==> src/tcas_pkg.sv <==
// Shared types and constants of the triple conflict admission store.
package tcas_pkg;

  localparam int unsigned FIELD_BITS    = 4;
  localparam int unsigned SLOTS_DEFAULT = 512;
  localparam int unsigned SLOT_W        = 9;
  localparam int unsigned COUNT_W       = 10;
  localparam int unsigned TRIPLE_W      = 3 * FIELD_BITS;

  typedef enum logic {
    OP_CHECK   = 1'b0,
    OP_PRELOAD = 1'b1
  } op_e;

  typedef struct packed {
    logic                  op;
    logic [FIELD_BITS-1:0] subj;
    logic [FIELD_BITS-1:0] pred;
    logic [FIELD_BITS-1:0] obj;
  } in_item_t;

  typedef struct packed {
    logic               accepted;
    logic               conflict_found;
    logic [SLOT_W-1:0]  conflict_slot;
    logic               store_full;
    logic [COUNT_W-1:0] stored_count;
  } out_item_t;

  // Stored layout: subject in the low field, then predicate, then object.
  typedef struct packed {
    logic [FIELD_BITS-1:0] obj;
    logic [FIELD_BITS-1:0] pred;
    logic [FIELD_BITS-1:0] subj;
  } triple_t;

  typedef struct packed {
    op_e     op;
    triple_t key;
  } cmd_t;

endpackage

==> src/tcas_front.sv <==
// Input side: takes items, decodes them into commands and queues them for the scan engine.
module tcas_front (
  input  logic              clk_i,
  input  logic              rst_ni,
  input  logic              push_i,
  input  tcas_pkg::in_item_t in_item_i,
  output logic              full_o,
  output logic              cmd_valid_o,
  output tcas_pkg::cmd_t    cmd_o,
  input  logic              cmd_pop_i
);
  import tcas_pkg::*;

  cmd_t       entry_q [2];
  logic       wr_ptr_q, wr_ptr_d;
  logic       rd_ptr_q, rd_ptr_d;
  logic [1:0] cnt_q, cnt_d;
  logic       push_acc;
  cmd_t       new_cmd;

  assign full_o      = (cnt_q == 2'd2);
  assign push_acc    = push_i && !full_o;
  assign cmd_valid_o = (cnt_q != 2'd0);
  assign cmd_o       = entry_q[rd_ptr_q];

  always_comb begin
    new_cmd.op       = op_e'(in_item_i.op);
    new_cmd.key.subj = in_item_i.subj;
    new_cmd.key.pred = in_item_i.pred;
    new_cmd.key.obj  = in_item_i.obj;
  end

  always_comb begin
    wr_ptr_d = push_acc ? ~wr_ptr_q : wr_ptr_q;
    rd_ptr_d = cmd_pop_i ? ~rd_ptr_q : rd_ptr_q;
    cnt_d    = cnt_q + {1'b0, push_acc} - {1'b0, cmd_pop_i};
  end

  always_ff @(posedge clk_i) begin
    if (push_acc) begin
      entry_q[wr_ptr_q] <= new_cmd;
    end
  end

  always_ff @(posedge clk_i or negedge rst_ni) begin
    if (!rst_ni) begin
      wr_ptr_q <= 1'b0;
      rd_ptr_q <= 1'b0;
      cnt_q    <= 2'd0;
    end else begin
      wr_ptr_q <= wr_ptr_d;
      rd_ptr_q <= rd_ptr_d;
      cnt_q    <= cnt_d;
    end
  end

endmodule

==> config.mk <==
export PLATFORM = sky130hd
export DESIGN_NAME = tcas_front
export DESIGN_NICKNAME = d
export VERILOG_FILES = /design/src/tcas_pkg.sv /design/src/tcas_front.sv
export SDC_FILE = /design/constraint.sdc
export NUM_CORES = 1
export LEC_CHECK = 0
export ABC_CLOCK_PERIOD_IN_PS = 1600
export BUFFER_PORTS_ARGS = -buffer_cell sky130_fd_sc_hd__buf_2
export CAP_MARGIN = 20
export CORE_AREA = 2 2 63 53
export DETAILED_ROUTE_END_ITERATION = 10
export DIE_AREA = 0 0 65 55
export PLACE_DENSITY = 0.61
export SYNTH_ARGS = -nofsm -noshare
export SYNTH_HDL_FRONTEND = slang
export SYNTH_SLANG_ARGS = --single-unit
==> constraint.sdc <==
create_clock -name clk_i -period 1.6 [get_ports clk_i]
set_clock_uncertainty 0.05 [all_clocks]
set_input_delay 0.16 -clock clk_i [delete_from_list [all_inputs] [get_ports clk_i]]
set_output_delay 0.16 -clock clk_i [all_outputs]
set_load 0.05 [all_outputs]
==> results.yml <==
status:
  status: "finished, final reports clean"
floorplan:
  start_util_pct: 38.38
  rows: 18
  dieArea_sq_mm: 0.003575
  design.portCount: 32
  core_area_sq_mm: 0.002950
  fp.dieW_um: 65
  die_h_um: 55
synthesis:
  yosysWarnings: 0
  syn-num-nets: 76
  syn_avg_cell_area_sq_um: 19.87
  netlist_area_sq_mm: 0.001132
  synth_cell_types: 13
  yosysSeqAreaShare_pct: 77.79
  synth-seq-cells: 30
  netlist_instances: 57
power_and_ir_drop:
  peakVddDrop_uv: 1104
  p_leak_uw: 0.0006936
  p_per_area_mw_per_mm2: 2261
  power_uw: 3783
critical_path:
  crit_chain: "clkbuf_16, mux2_4, buf_8"
  path_class: "flop to output port"
  critical_path_buf_inv_count: 2
  path_max_fanout: 6
  start_kind: "flop"
  cp.required_ns: 1.39
  cp_slowest_cell: "dfrtp_2"
  crit_path_end_kind: "output port"
  cp_top_family: "flip-flops"
  worstPathArrival_ns: 1.36
  max_stage_delay_ns: 0.44
worst_hold_path:
  hold_path.class: "input port to flop"
clock_tree:
  cts_buffer_depth: 2
  clock_latency_ns: 0.28
  cts_made_buffers: 5
  clkSinkCount: 30
  cts.htree.levels: 2
  clock-root-buffer: "clkbuf_8"
  cts_tree: "yes"
  clk_pin_slew_ns: 0.06
timing:
  period_share_pct: 98.06
  setup_violations: 0
  finalHoldViolCount: 0
  hold_slack_ns: 0.02003
  setup_ws_ns: 0.03100
  slew_violations: 0
  clock.fmax_mhz: 637.4
  slew_headroom_pct: 83.43
  finalCriticalPeriod_ns: 1.569
  rsz0062_at_grt: "yes"
  worst_slew_pin_slew_ns: 0.2503
routing:
  vias: 633
  viasPerCell: 4.396
  wl_um: 1974
  drc: 0
  wl_per_cell_um: 13.71
  dr.pass1.iters: 3
  drt_first_iter_violations: 10
  antenna_left: 0
cells_and_area:
  area_delta_synth_final_pct: 47.73
  utilization_pct: 56.70
  nNetsFinal: 122
  drive_gt1_share_pct: 61.54
  antenna_cells: 0
grt:
  grt_pass1_wl_um: 2711
  grt_overflow: 0
  grt_max_degree: 14
  grt_usage_pct: 11.74
  antenna_found_initial: 0
  grt_pass1_vias: 624
run:
  drv_cap: 0
placement:
  port_buffers: 31
  place_ws_ns: 0.007765
  place.gp.congestion: 0.6102
  hpwlAfterDp_um: 1227
==> worst reg2reg max path, stage by stage, from the launching register on <==
cell and delay, ns:
dfrtp_1 0.40, nand2b_1 0.11, nand2_2 0.09, ha_1 0.28, inv_1 0.04, ha_1 0.20
xnor2_2 0.14, xnor2_1 0.13
==> state kept, by name, indices dropped and copies added (netlist names) <==
name      count
wr_ptr_q      1
cnt_q         2
rd_ptr_q      1
entry_q      26
==> cells in the mapped netlist (all sizes together) <==
library cell | count | area [sq um]
or2 | 1 | 6.260
buf | 1 | 11.26
nor2 | 1 | 3.750
ha | 2 | 25.02
edfxtp | 26 | 780.8
dfrtp | 4 | 100.1
inv | 2 | 7.510
nand2b | 1 | 6.260
xor2 | 1 | 8.760
and3 | 1 | 6.260
mux2 | 13 | 146.4
xnor2 | 3 | 26.28
nand2 | 1 | 3.750
==> layout by cell type, fill, tap and decap left out, types with 3 or more instances in the layout <==
| cell | n |
|---|---|
| dfrtp_1 | 3 |
| mux2_4 | 6 |
| clkbuf_8 | 5 |
| mux2_2 | 7 |
| buf_8 | 6 |
| buf_6 | 7 |
| buf_4 | 6 |
| buf_2 | 18 |
| edfxtp_1 | 26 |
==> where the power goes <==
| group | total [uW] | switching [uW] | leakage (uW) | internal, uW |
|---|---|---|---|---|
| Combinational | 1880 | 1040 | 0.000349 | 845 |
| Sequential | 1170 | 83.0 | 0.000287 | 1090 |
| Clock | 731 | 273 | 0.0000579 | 457 |
==> cells by family after synthesis <==
kind of cell | share of synthesized area (%)
DFF | 77.79
muxes | 12.93
xor gates and xnor gates | 3.094
and+or+nand+nor | 2.321
buffers and inverters | 1.658
adders and majority gates | 2.210
==> through the flow <==
| stage | cells | area [sq um] | setup TNS, ns |
|---|---|---|---|
| after global placement | 130 | 1361 | 0 |
| final | 144 | 1673 | 0 |
| after global routing | 144 | 1673 | -0.05775 |
| after CTS | 141 | 1495 | 0 |
| after detailed placement | 130 | 1361 | 0 |
| after floorplan | 57 | 1132 | 0 |
==> layer usage <==
metal	part of all wire [%]	track usage [%]	vias to the layer above	wire length [um]
met2	52	19.76	24	1019
met4	1.2	7.447	0	24
met5	0	0	-	0
met3	7.0	6.883	4	139
li1	-	-	303	-
met1	40	11.35	302	792
==> what timing repair did <==
action / CTS / global route
hold buffers: 1 / 0
buffers inserted: 2 / 2
endpoints found under the hold margin: 4 / 0
gates resized for setup: 0 / 54
endpoints found under the setup margin: 14 / 14
cloned: 0 / 1
pin swaps: 1 / 1
==> worst paths after layout <==
check,start,endpoint,slack (ns),cells after the start
min,in_item_i[12],entry_q[0][12]$_DFFE_PP_,0.02,1
max,rd_ptr_q$_DFFE_PN0P_,cmd_o[4],0.03,3
min in group asynchronous,rst_ni,wr_ptr_q$_DFFE_PN0P_,0.17,2
max reg2reg,cnt_q[1]$_DFF_PN0_,cnt_q[1]$_DFF_PN0_,0.05,7
min reg2reg,wr_ptr_q$_DFFE_PN0P_,wr_ptr_q$_DFFE_PN0P_,0.46,1
max in group asynchronous,rst_ni,rd_ptr_q$_DFFE_PN0P_,1.20,2
==> cell type report <==
cell class / count / area [sq um]
fill: 253 / 1277
sequential: 30 / 882.1
timing repair buffer: 40 / 359.1
multi-input combinational: 24 / 265.3
clock buffer: 5 / 68.82
tap: 40 / 50.05
clock inverter: 3 / 40.04
inverter: 2 / 7.507
Power figures use the tool's default switching activity.
